==> config.mk <==
export PLATFORM = sky130hd
export DESIGN_NAME = ihm_hash
export DESIGN_NICKNAME = d
export VERILOG_FILES = /design/src/sv/ihm_hash.sv
export SDC_FILE = /design/constraint.sdc
export NUM_CORES = 1
export LEC_CHECK = 0
export ABC_AREA = 1
export BUFFER_PORTS_ARGS = -buffer_cell sky130_fd_sc_hd__buf_2
export CORE_MARGIN = 2
export CORE_UTILIZATION = 45
export DETAILED_ROUTE_END_ITERATION = 10
export PLACE_DENSITY_LB_ADDON = 0.15
export SYNTH_ARGS = -nofsm -noshare
export SYNTH_HDL_FRONTEND = slang
export SYNTH_SLANG_ARGS = --single-unit
==> constraint.sdc <==
create_clock -name vclk -period 1.43
set_input_delay 0.3575 -clock vclk [all_inputs]
set_output_delay 0.3575 -clock vclk [all_outputs]
set_load 0.01 [all_outputs]
==> src/sv/ihm_hash.sv <==
// ----------------------------------------------------------------------------
// ihm_hash
// Bucket hash: folds the 64-bit key by XOR into the bucket index width and
// brings the result into the bucket range with one compare and subtract.
// ----------------------------------------------------------------------------
module ihm_hash #(
    parameter int BUCKETS = 64,
    parameter int BW = (BUCKETS > 1) ? $clog2(BUCKETS) : 1
) (
    input  logic [63:0]   key,
    output logic [BW-1:0] bucket
);

    logic [BW-1:0] fold;

    // XOR fold of the key bits.
    always_comb
    begin
        fold = '0;
        for (int i = 0; i < 64; i++)
        begin
            fold[i % BW] = fold[i % BW] ^ key[i];
        end
    end

    // The fold is below twice the bucket count.
    always_comb
    begin
        if ({1'b0, fold} >= (BW + 1)'(BUCKETS))
        begin
            bucket = BW'({1'b0, fold} - (BW + 1)'(BUCKETS));
        end
        else
        begin
            bucket = fold;
        end
    end

endmodule

==> flow_summary.json, run 1 <==
{
  "worstPathArrival_ns": 1.25,
  "nNetsFinal": 370,
  "worstSetupPathType": "primary input to primary output",
  "ys.warnings.count": 0,
  "synth_nets": 297,
  "firstDrtPassIters": 4,
  "irDropWorstVdd_v": 0.0002296,
  "fin_hold_ws_ns": 1.215,
  "grt_max_degree": 4,
  "ioPinCount": 70,
  "period_minus_slack_ns": 1.609,
  "grt_pass1_vias": 1093,
  "required_ns": 1.07,
  "placementRows": 17,
  "dr.first_iter.drc_count": 30,
  "cp-start-kind": "primary input",
  "drc": 0,
  "chipWidth_um": 51.98,
  "final-max-slew-violation-count": 0,
  "cts_hold_buffers": 0,
  "synth_top_area_share_pct": 41.30,
  "power.total_mw": 0.5760,
  "ys_seq_area_share_pct": 0,
  "drive_gt1_share_pct": 38.49,
  "flops_and_latches": 0,
  "synth_largest_area_cell": "nand2_1",
  "ys_top_cells_by_area": "nand2_1 41%, inv_1 20%, nand3_1 14%, xnor2_1 6.8%, nand3_2 3.9%",
  "p_leak_nw": 1.132,
  "status": "finished with violations",
  "maxCapViolations": 0,
  "power_density_nw_per_um2": 352.5,
  "nFillCells": 199,
  "wirelength_um": 2615,
  "syn_inst": 233,
  "critPathMaxFanout": 3,
  "worstMarginPinSlew_ns": 0.2489,
  "track_usage_pct": 15.89,
  "routabilityCongestion": 0.7018,
  "dpl.hpwl_um": 1980,
  "synthTopCellsByCount": "114 x nand2_1, 55 x inv_1, 29 x nand3_1",
  "via_per_inst": 4.380,
  "violations": "negative setup slack",
  "rsz0062_at_grt": "true",
  "finalCritPeriodShare_pct": 112.5,
  "vias": 1454,
  "cp-end-kind": "primary output",
  "finalHoldViolCount": 0,
  "syn_area_per_cell_um2": 4.446,
  "ys_types": 11,
  "io_buffers": 70,
  "wire_per_inst_um": 7.877,
  "die_area_um2": 2702,
  "post-route-util_pct": 74.59,
  "clock_buffer_count": 0,
  "multi_input_area_um2": 932.1,
  "maxSlewHeadroom_pct": 83.29,
  "antenna_found_initial": 0,
  "hold_class": "primary input to primary output",
  "grt_pass1_wl_um": 3581,
  "seqCellArea_um2": 0,
  "setup_ws_ns": -0.1792,
  "area_delta_synth_final_pct": 57.73,
  "syn_area_um2": 1036,
  "start_util_pct": 47.29,
  "setup-violations-final": 6,
  "finalSetupTns_ns": -0.8589,
  "yosysMostFrequentCell": "nand2_1",
  "ant_nets": 0,
  "core_area_um2": 2191,
  "max_freq_ghz": 0.6214,
  "antennaDiodeCount": 0,
  "grt-ovfl-total": 0,
  "die_h_um": 51.98
}
## metrics by stage
step / cell area [µm²] / setup WS (ns) / cells
after floorplan: 1036 / 0.01631 / 233
after global placement: 1421 / -0.1688 / 331
after detailed placement: 1421 / -0.1734 / 331
after CTS: 1484 / -0.1719 / 331
after global routing: 1634 / -0.2774 / 332
final: 1634 / -0.1792 / 332
## worst max-delay path: stages
cell	delay (ns)
buf_6	0.09
or2_4	0.26
nand2_4	0.07
nand2_2	0.05
nand3_2	0.05
nand2_2	0.06
nand2_1	0.05
inv_1	0.03
nor2_1	0.08
buf_2	0.13
## where the power goes
| part | switching, mW | total (mW) | internal [mW] |
|---|---|---|---|
| logic | 0.298 | 0.576 | 0.278 |
| clock network | 0 | 0 | 0 |
| registers | 0 | 0 | 0 |
| total | 0.298 | 0.576 | 0.278 |
## cell type report
cell class                 count  area share [%]
inverter                      55           12.94
multi-input combinational    178           57.04
timing repair buffer          71           27.87
tap                           28           2.144
## per-layer routing
metal / vias up / track usage [%] / wire length [µm]
li1: 826 / - / -
met1: 590 / 16.84 / 1097
met2: 38 / 34.60 / 1357
met3: 0 / 1.149 / 160
met4: 0 / 0 / 0
met5: - / 0 / 0
## path summary, 6_finish.rpt
path / startpoint / end / slack, ns / cells past startpoint
min: key[23] / bucket[5] / 1.21 / 8
max: key[18] / bucket[0] / -0.18 / 10
## repair_timing
item,in CTS,in global routing
gates resized for setup,17,39
pin swaps,25,38
buffers inserted,0,1
endpoints found under the setup margin,6,6
## logic make-up after synthesis
group                  after synthesis  share of synthesized area [%]
XOR/XNOR                            12                          10.14
buffers and inverters               55                          19.93
AND/OR/NAND/NOR                    166                          69.93
## cells in the final DEF, fill, tap and decap left out
master	count
or2_1	1
buf_8	1
buf_4	1
nand3b_1	2
or2_4	4
buf_6	14
nand3_2	9
xnor2_2	1
inv_1	47
nand3_1	24
xnor2_1	7
clkinv_4	1
nand2_4	4
xor2_1	4
nand2_2	20
buf_2	55
nand2_1	94
inv_2	7
nor2_1	8
(Power assumes the default switching activity.)
==> run 2, diff against run 1 <==
SETUP_SLACK_MARGIN = 0.2   (was not set)
==> flow_summary.json, run 2 (synthesis gave the netlist of run 1 again) <==
{
  "status": "finished with violations",
  "violations": "negative setup slack",
  "start_util_pct": 47.29,
  "power_density_nw_per_um2": 364.2,
  "chipWidth_um": 51.98,
  "final-max-slew-violation-count": 0,
  "period_minus_slack_ns": 1.634,
  "finalSetupTns_ns": -0.8684,
  "area_delta_synth_final_pct": 54.23,
  "antenna_found_initial": 0,
  "ioPinCount": 70,
  "seqCellArea_um2": 0,
  "required_ns": 1.07,
  "critPathMaxFanout": 3,
  "setup_ws_ns": -0.2037,
  "track_usage_pct": 16.43,
  "finalHoldViolCount": 0,
  "routabilityCongestion": 0.7464,
  "drc": 0,
  "die_area_um2": 2702,
  "grt_pass1_vias": 1105,
  "cp-start-kind": "primary input",
  "wire_per_inst_um": 7.508,
  "io_buffers": 70,
  "cts_setup_buffers": 0,
  "grt_pass1_wl_um": 3719,
  "globalRouteMet3Util_pct": 1.724,
  "max_freq_ghz": 0.6121,
  "grt-ovfl-total": 0,
  "busiest_layer": "met2",
  "hold_start": "key[23]",
  "via_per_inst": 4.384,
  "finalCritPeriodShare_pct": 114.2,
  "vias": 1451,
  "antennaDiodeCount": 0,
  "worstSetupPathType": "primary input to primary output",
  "hold_class": "primary input to primary output",
  "core_area_um2": 2191,
  "worstPathArrival_ns": 1.28,
  "flops_and_latches": 0,
  "p_leak_nw": 1.109,
  "nNetsFinal": 369,
  "met1_usage_pct": 18.90,
  "setup-violations-final": 6,
  "mostFrequentLayoutCell": "nand2_1",
  "cp-end-kind": "primary output",
  "layout_common_cells": "95 x nand2_1, 58 x buf_2, 48 x inv_1",
  "firstDrtPassIters": 4,
  "drive_gt1_share_pct": 38.61,
  "maxSlewHeadroom_pct": 83.50,
  "dpl.hpwl_um": 1932,
  "holdPathEnd": "bucket[5]",
  "worstMarginPinSlew_ns": 0.2457,
  "grt_max_degree": 4,
  "clock_buffer_count": 0,
  "irDropWorstVdd_v": 0.0002180,
  "maxCapViolations": 0,
  "dr.first_iter.drc_count": 31,
  "ant_nets": 0,
  "die_h_um": 51.98,
  "cts_hold_buffers": 0,
  "fin_hold_ws_ns": 1.222,
  "global_route.usage.met2_pct": 33.54,
  "placementRows": 17,
  "holdPathStages": 8,
  "wirelength_um": 2485,
  "rsz0062_at_grt": "true"
}
[run 2: final cells by class]
class / instances / area (µm²)
inverter: 55 / 216.5
multi-input combinational: 178 / 917.1
timing repair buffer: 70 / 429.2
fill: 213 / 593.1
tap: 28 / 35.03
[run 2: per-layer routing]
layer / up-vias / part of all wire [%]
met5: - / 0
met4: 0 / 0.60
met3: 2 / 8.9
met2: 52 / 50
met1: 575 / 41
li1: 822 / -
[run 2: power by group]
part	switching, mW	total (mW)	internal, mW
logic	0.302	0.582	0.280
registers	0	0	0
clock network	0	0	0
total	0.302	0.582	0.280
[run 2: timing repair]
item                                    4_1_cts  5_1_grt
endpoints found under the setup margin        6        6
pin swaps                                    21       13
resized for setup                            17       24
[run 2: through the flow]
step / instances / power, mW / util, % / instance area (µm²) / setup WS [ns]
2_1_floorplan: 233 / 0.3299 / - / 1061 / 0.05268
3_3_place_gp: 331 / 0.4978 / 66.02 / 1446 / -0.1691
3_5_place_dp: 331 / 0.5061 / 66.02 / 1446 / -0.1859
4_1_cts: 331 / 0.5467 / 69.45 / 1521 / -0.1682
5_1_grt: 331 / 0.6556 / 72.93 / 1598 / -0.2706
6_report: 331 / 0.5819 / 72.93 / 1598 / -0.2037
[run 2: worst max path at each step]
stage | start | slack [ns] | end
final | key[13] | -0.20 | bucket[1]
after global routing | key[14] | -0.27 | bucket[2]
after CTS | key[19] | -0.17 | bucket[1]
after detailed placement | key[13] | -0.19 | bucket[1]
after global placement | key[14] | -0.17 | bucket[2]
after floorplan | key[12] | 0.05 | bucket[0]
[run 2: critical path, cell delays in order]
cell and delay, ns:
buf_2 0.10, or2_4 0.27, nand2_4 0.08, nand2_2 0.06, nand3_2 0.06, nand2_2 0.05, nor2_2 0.11, nor2_2 0.04
buf_2 0.13
