<file path="config.mk">
export PLATFORM = sky130hd
export DESIGN_NAME = ihm_ram
export DESIGN_NICKNAME = d
export VERILOG_FILES = /design/src/sv/ihm_ram.sv
export SDC_FILE = /design/constraint.sdc
export NUM_CORES = 1
export LEC_CHECK = 0
export BUFFER_PORTS_ARGS = -buffer_cell sky130_fd_sc_hd__buf_2
export CELL_PAD_IN_SITES_DETAIL_PLACEMENT = 0
export CELL_PAD_IN_SITES_GLOBAL_PLACEMENT = 2
export CORE_UTILIZATION = 35
export CTS_CLUSTER_SIZE = 8
export DETAILED_ROUTE_END_ITERATION = 12
export PLACE_DENSITY = 0.78
export SLEW_MARGIN = 20
export SYNTH_ARGS = -nofsm -noshare
export SYNTH_HDL_FRONTEND = slang
export SYNTH_SLANG_ARGS = --single-unit
</file>
<file path="constraint.sdc">
create_clock -name clk -period 1.25 [get_ports clk]
set_clock_uncertainty 0.05 [all_clocks]
set_input_delay 0.25 -clock clk [delete_from_list [all_inputs] [get_ports clk]]
set_output_delay 0.25 -clock clk [all_outputs]
set_load 0.01 [all_outputs]
</file>
<file path="src/sv/ihm_ram.sv">
// ----------------------------------------------------------------------------
// ihm_ram
// Simple dual-port synchronous RAM, one write and one registered read port.
// ----------------------------------------------------------------------------
module ihm_ram #(
    parameter int W = 8,
    parameter int D = 2,
    parameter int AW = (D > 1) ? $clog2(D) : 1
) (
    input  logic          clk,
    input  logic          we,
    input  logic [AW-1:0] waddr,
    input  logic [W-1:0]  wdata,
    input  logic          re,
    input  logic [AW-1:0] raddr,
    output logic [W-1:0]  rdata
);

    logic [W-1:0] mem [D];
    logic [W-1:0] rdata_reg;

    // Write port.
    always_ff @(posedge clk)
    begin
        if (we)
        begin
            mem[waddr] <= wdata;
        end
    end

    // Read port; the read data is registered.
    always_ff @(posedge clk)
    begin
        if (re)
        begin
            rdata_reg <= mem[raddr];
        end
    end

    assign rdata = rdata_reg;

endmodule

</file>
==> results, run 1 <==
- After global routing the overflow that remains totals 0.
- The number of post-CTS setup repair buffers is 0.
- STA classifies the critical path endpoint as an output port.
- The arrival time at the worst endpoint is between 800 and 900 ps.
- The clock sink total is 24.
- The critical path in this run is classified as reg -> out.
- The number of cells on the worst hold path is 1.
- The instance count on the critical path is 1.
- In this run the number of H-tree levels came out at 1.
- The sort of element at the start of the critical path is a flip-flop.
- The final worst slack is 143.5 ps.
- In the final routed layout, each cell accounts on average for ~11 um.
- Counting every net in the synthesized netlist gives 48.
- The number of slew-limit violations in the final report is 0.
- After clock tree synthesis, the repair step resized 0 gates.
- The global-route usage over all layers is 8.176%.
- The post-detailed-routing wire length is between 900 and 1000 um.
- The clock passes through at most 2 buffers.
- After synthesis, the cell types taking the most area are edfxtp_1 83%, mux2_4 14%, buf_6 1.3%.
- The met3 wire length is 76 um.
- The clock tree root buffer cell is clkbuf_4.
- In this run the worst hold path is classified as in -> reg.
- Before antenna repair, the detailed router went through 2 iterations.
- The share of final-layout standard cells stronger than drive strength 1 is approximately 55%.
- The latest clock arrival within the worst-skew pair is 290 ps.
- The number of buffers and inverters on the critical path is 1.
- The initial antenna violation count was 0.
- The area added between synthesis and finish is 17.80%.
- edfxtp_1 takes more of the synthesized area than any other cell.
- The flip-flop count of the largest register after layout is 16.
- Synthesis produced a netlist whose cell count is 35.
- The number of buffers added on ports is 20.
- For the worst setup path, the data required time is around 950 ps.
- Setup violations remaining at the end of the flow were counted as 0.
- Based on the critical path, the design can be clocked at up to between 0.9 and 1 GHz.
- Dividing total power by cell area gives a power density of roughly 1300 nW/um^2.
- Summed over all nets, wire length on met2 after detailed routing comes to between 400 and 500 um.
- The floorplan has 17 rows.
- After synthesis, flip-flops and latches occupy between 80% and 90% of the total area.
- The total vias in the final route is around 380.
- The minimum setup slack among reg-to-reg paths is 300 ps.
- The worst register-to-register path has a depth of 1.
- The number of buffers created by CTS is 3.
- The final total negative setup slack is 0 ps.
- From left edge to right edge, the die measures slightly above 50 um.
- The netlist area before placement is approximately 860 um^2.
- The number of global-route vias before repair is 374.
- The die covers approximately 2700 um^2.
- For this block, wires on met1 add up to 396 um.
- The register bit total from synthesis is 24.
- VDD sags by at most roughly 0.7 mV.
- Buffers inserted to repair hold after CTS numbered 0.
- The headroom to the max-slew limit is 75.90%.
- The kind of cell with the highest combined delay along the critical path is flip-flops.
- The clock edge transition at the registers on the reported setup and hold paths is ~110 ps.
- The time the worst path needs with I/O delays and setup is between 1000 and 1500 ps.
- The ratio of final minimum period to clock period is 88.52%.
- The routed via count divided by cell count is 4.360.
- Entering global routing, the biggest net connects 13 pins.
- For the pin with the worst max-slew slack, the measured transition is between 300 and 400 ps.
- Setup repair after global routing left no endpoint under its margin.
- The initial core utilization is a little under two fifths.
- Summed over its instances, the top area cell type makes up 83.36% of the synthesized netlist area.
- The vertical extent of the die is approximately 52 um.
- The clock tree from TritonCTS is yes.
- The total DRC errors in the routed layout is 0.
- The number of DRC violations after detailed-routing iteration 0 is 8.
- For this design the static power due to leakage is 0.3966 nW.
- The number of maximum-capacitance violations is 0.
- Traced cell by cell, the critical path runs through buf_2.
- At the end of routability-driven placement, the weighted congestion stood at between 0.6 and 0.7.
- The pre-CTS setup slack is roughly 120 ps.
- After detailed routing, no signal wire sits above met4.
- The global-route wire length before repair is between 1000 and 1500 um.
- The count of endpoints failing hold in the final timing report was 0.
- In this design, the stage delay of the slowest critical-path cell is 370 ps.
- The slowest library cell on the worst path is edfxtp_1.
- In this run the mean area of a mapped cell was around 25 um^2.
- 0 antenna diodes ended up in the layout.
- The flow ran to the end, and the final reports show no timing, DRC or antenna violations.
- 21 I/O pins were placed.
- For this run, the share of the core covered by cells in the final layout is between 40% and 50%.
- The core footprint is 2276 um^2.
- The Yosys step of the flow raised 0 warnings.
- The critical-path maximum fanout is 1.
- In this run the remaining antenna-violating nets after routing total 0.
- The net count of the finished layout is 73.
- The netlist uses 5 different library cells.
[metal layers]
metal | up-vias | track usage, %
li1 | 184 | -
met1 | 172 | 8.812
met2 | 17 | 13.64
met3 | 2 | 2.632
met4 | 0 | 5.405
met5 | - | 0
[per-stage QoR]
step	cells	area [um^2]	power [mW]	hold slack, ps
final	86	1018	1.374	87.47
after global routing	86	1018	1.436	65.46
after CTS	86	1018	1.398	74.76
after detailed placement	83	996.0	1.097	391.8
after global placement	83	996.0	1.092	387.1
after floorplan	35	864.6	1.045	298.9
[final timing paths]
| check | from | to |
|---|---|---|
| max reg2reg | mem[0][7]$_DFFE_PP_ | rdata[7]$_DFFE_PP_ |
| max | rdata[1]$_DFFE_PP_ | rdata[1] |
| min reg2reg | mem[0][5]$_DFFE_PP_ | rdata[5]$_DFFE_PP_ |
| min | wdata[5] | mem[1][5]$_DFFE_PP_ |
[Yosys cell counts]
cell      instances
mux2_4            8
edfxtp_1         24
buf_6             1
nor2b_1           1
and2_1            1
[power by group]
group          internal, mW  switching (mW)  total [mW]
Clock                 0.112           0.188       0.299
Combinational        0.0632          0.0488       0.112
Sequential            0.949          0.0130       0.962
[layout make-up]
type	instances	area (um^2)
Clock buffer	3	22.52
Fill cell	201	1257
Multi-Input combinational cell	10	132.6
Sequential cell	24	720.7
Tap cell	28	35.03
Timing Repair Buffer	21	107.6
[cell families (layout without fill, tap and decap cells)]
| group | after synthesis | count (layout) | synth area share (%) |
|---|---|---|---|
| mux | 8 | 8 | 13.89 |
| simple gates | 2 | 2 | 1.448 |
| flops | 24 | 24 | 83.36 |
| buf+inv | 1 | 24 | 1.302 |
[cell usage in the layout (no fill, tap or decap), drive strengths merged]
cell type / n
clkbuf: 3
nor2b: 1
edfxtp: 24
and2: 1
mux2: 8
buf: 21
No activity file was read; power rests on OpenSTA's default activity.
==> inputs of run 2 (changes only) <==
CELL_PAD_IN_SITES_DETAIL_PLACEMENT = default   (was 0)
CELL_PAD_IN_SITES_GLOBAL_PLACEMENT = default   (was 2)
PLACE_DENSITY = 0.63   (was 0.78)
==> run 2 against run 1 <==
Against the previous run:
- clock power is 80% higher
- largest cell class unchanged
- via count fell by 0.53%
- highest routed layer unchanged
- sequential share of layout area is 2.0 points lower
- critical endpoint is now rdata[0]
- hold slack lost 20 ps
==> results, run 2 (same netlist as run 1, synthesis figures left out) <==
- The worst hold-check path type is in -> reg (unchanged).
- The number of I/O pins is 21 (unchanged).
- The part of the total power dissipated in sequential elements is 59.7% (was 70.1%).
- The vertical extent of the die is 51.70 um (unchanged).
- The number of global-route vias before repair came to 349 (was 374).
- The total congestion overflow after global routing is 0 (unchanged).
- The x dimension of the die came to 51.70 um (unchanged).
- The ratio of final minimum period to clock period came to 90.97% (was 88.52%).
- The placement row count is 17 (unchanged).
- The combinational group share of total power came to 6.9% (was 8.2%).
- The global-route usage over all layers is 8.559% (was 8.176%).
- The type of the worst setup path was reg -> out (unchanged).
- The maximum buffer depth of the clock tree is 2 (unchanged).
- The number of buffers added to fix hold violations after cts is 0 (unchanged).
- The worst stage delay on the critical path is 390 ps (was 370 ps).
- The layout filler cell count is 190 (was 201).
- The headroom to the max-slew limit is 75.90% (about the same).
- The initial antenna violation count was 0 (unchanged).
- The area taken by flip-flops and latches is 720.7 um^2 (unchanged).
- The largest net degree at the start of global routing was 15 (was 13).
- The routed via count divided by cell count was 4.287 (was 4.360).
- The critical path endpoint category is an output port (unchanged).
- The post-cts gate resize count is 0 (unchanged).
- The number of buffers added on ports is 20 (unchanged).
- The placer congestion estimate is 0.6562 (was 0.6356).
- Setup repair after global routing missed its margin: no (unchanged).
- The total vias in the final route came to 373 (was 375).
- Worst path cell trace: buf_2 (unchanged).
- The total power per unit cell area was 1538 nW/um^2 (was 1349 nW/um^2).
- The footprint of the multi-input gates was 132.6 um^2 (unchanged).
- The cell internal power dissipation is 1.337 mW (was 1.124 mW).
- The number of optimization iterations in the first detailed-route pass is 3 (was 2).
- The actual transition at the worst max-transition pin is 361.4 ps (was 361.5 ps).
- The core footprint is 2276 um^2 (unchanged).
- The maximum VDD drop is 1.268 mV (was 0.6935 mV).
- The maximum achievable frequency is 0.8795 GHz (was 0.9037 GHz).
- The arrival time at the worst endpoint is 840 ps (was 810 ps).
- The latest clock arrival within the worst-skew pair was 310 ps (was 290 ps).
- The final total negative setup slack is 0 ps (unchanged).
- Status: finished clean (unchanged).
- The number of levels the H-tree was split into is 1 (unchanged).
- The number of DRC violations after detailed-routing iteration 0 is 12 (was 8).
- The clock sink total is 24 (unchanged).
- The clock tree root buffer cell was clkbuf_4 (unchanged).
- The flip-flop count of the largest register after layout was 16 (unchanged).
- The combined buffer and inverter count along the critical path is 1 (unchanged).
- The number of endpoints failing setup at the final stage is 0 (unchanged).
- The number of maximum-capacitance violations is 0 (unchanged).
- The cell family with the largest share of critical-path delay is flip-flops (unchanged).
- The number of cells traversed by the worst register-to-register path came to 1 (unchanged).
- The number of slew-limit violations in the final report is 0 (unchanged).
- The number of cells on the worst hold path was 1 (unchanged).
- The total power was 1.613 mW (was 1.374 mW).
- The number of nets in the layout came to 73 (unchanged).
- The number of post-CTS setup repair buffers is 0 (unchanged).
- The net switching power figure is 0.2763 mW (was 0.2494 mW).
- The switching portion of total power is 17.13% (was 18.15%).
- The number of buffers created by CTS was 3 (unchanged).
- The count of inserted antenna diode cells is 0 (unchanged).
- The global-route wire length before repair is 1462 um (was 1490 um).
- The total DRC errors in the routed layout came to 0 (unchanged).
- The clock tree from TritonCTS is yes (unchanged).
- Most frequent cells in the layout: 24 x edfxtp_1, 20 x buf_2, 8 x mux2_4 (unchanged).
- The clock edge transition at the registers on the reported setup and hold paths is 120 ps (was 110 ps).
- The most frequent standard cell in the layout excluding fill and tap cells is edfxtp_1 (unchanged).
- The share of total power in the clock network is 33.4% (was 21.8%).
- The area added between synthesis and finish is 21.27% (was 17.80%).
- The number of routed nets with antenna violations is 0 (unchanged).
- The count of endpoints failing hold in the final timing report is 0 (unchanged).
- The critical-path maximum fanout is 1 (unchanged).
- The instance count on the critical path was 1 (unchanged).
- The post-detailed-routing wire length came to 954 um (was 953 um).
- The average wire per standard cell is 10.97 um (was 11.08 um).
- The initial core utilization is 37.99% (unchanged).
- The time the worst path needs with I/O delays and setup is 1137 ps (was 1107 ps).
- The required time of the critical path is 950 ps (about the same).
- The sort of element at the start of the critical path was a flip-flop (unchanged).
- The die area is 2673 um^2 (unchanged).
- The slowest library cell on the worst path was edfxtp_1 (unchanged).
- The total leakage power was 0.4107 nW (was 0.3966 nW).
- The share of final-layout standard cells stronger than drive strength 1 was 55.93% (was 55.17%).
run 2: cell count changes in the layout (fill, tap and decap cells not counted), sizes merged:
cell / previous run / this run
bufinv: 0 / 1
run 2: final cells by class:
type / instances / area share (%)
clock buffer: 3 / 2.148
clock inverter: 1 / 2.864
multi-input combinational: 10 / 12.65
sequential: 24 / 68.73
tap: 28 / 3.341
timing repair buffer: 21 / 10.26
run 2: worst paths after layout:
path / from / to / slack, ps
setup / recovery: rdata[0]$_DFFE_PP_ / rdata[0] / 110
hold / removal: wdata[6] / mem[0][6]$_DFFE_PP_ / 70
setup reg to reg: mem[1][6]$_DFFE_PP_ / rdata[6]$_DFFE_PP_ / 300
hold reg to reg: mem[0][2]$_DFFE_PP_ / rdata[2]$_DFFE_PP_ / 510
run 2: per-layer routing:
layer	part of all wire [%]	vias to the layer above	track usage, %	routed length, um
met3	7.4	4	2.924	71
met2	44	19	12.34	416
met4	4.3	0	9.459	41
met1	45	164	9.213	425
met5	0	-	0	0
li1	-	186	-	-
run 2: stage by stage:
| step | instances | cell area, um^2 | setup WS (ps) | utilization, % | hold WS (ps) |
|---|---|---|---|---|---|
| 2_1_floorplan | 35 | 864.6 | 156.6 | - | 298.9 |
| 3_3_place_gp | 83 | 996.0 | 141.5 | 43.76 | 388.1 |
| 3_5_place_dp | 83 | 996.0 | 127.1 | 43.76 | 390.7 |
| 4_1_cts | 87 | 1049 | 94.34 | 46.07 | 56.08 |
| 5_1_grt | 87 | 1049 | 58.01 | 46.07 | 48.13 |
| 6_report | 87 | 1049 | 112.9 | 46.07 | 67.46 |
run 2: power groups by stage:
stage / Clock [mW] / Sequential, mW / Combinational [mW]
5_1_grt: 0.590 / 0.968 / 0.122
3_5_place_dp: 0 / 0.982 / 0.114
4_1_cts: 0.554 / 0.963 / 0.114
3_3_place_gp: 0 / 0.981 / 0.111
2_1_floorplan: 0 / 0.990 / 0.0550
6_report: 0.539 / 0.963 / 0.111
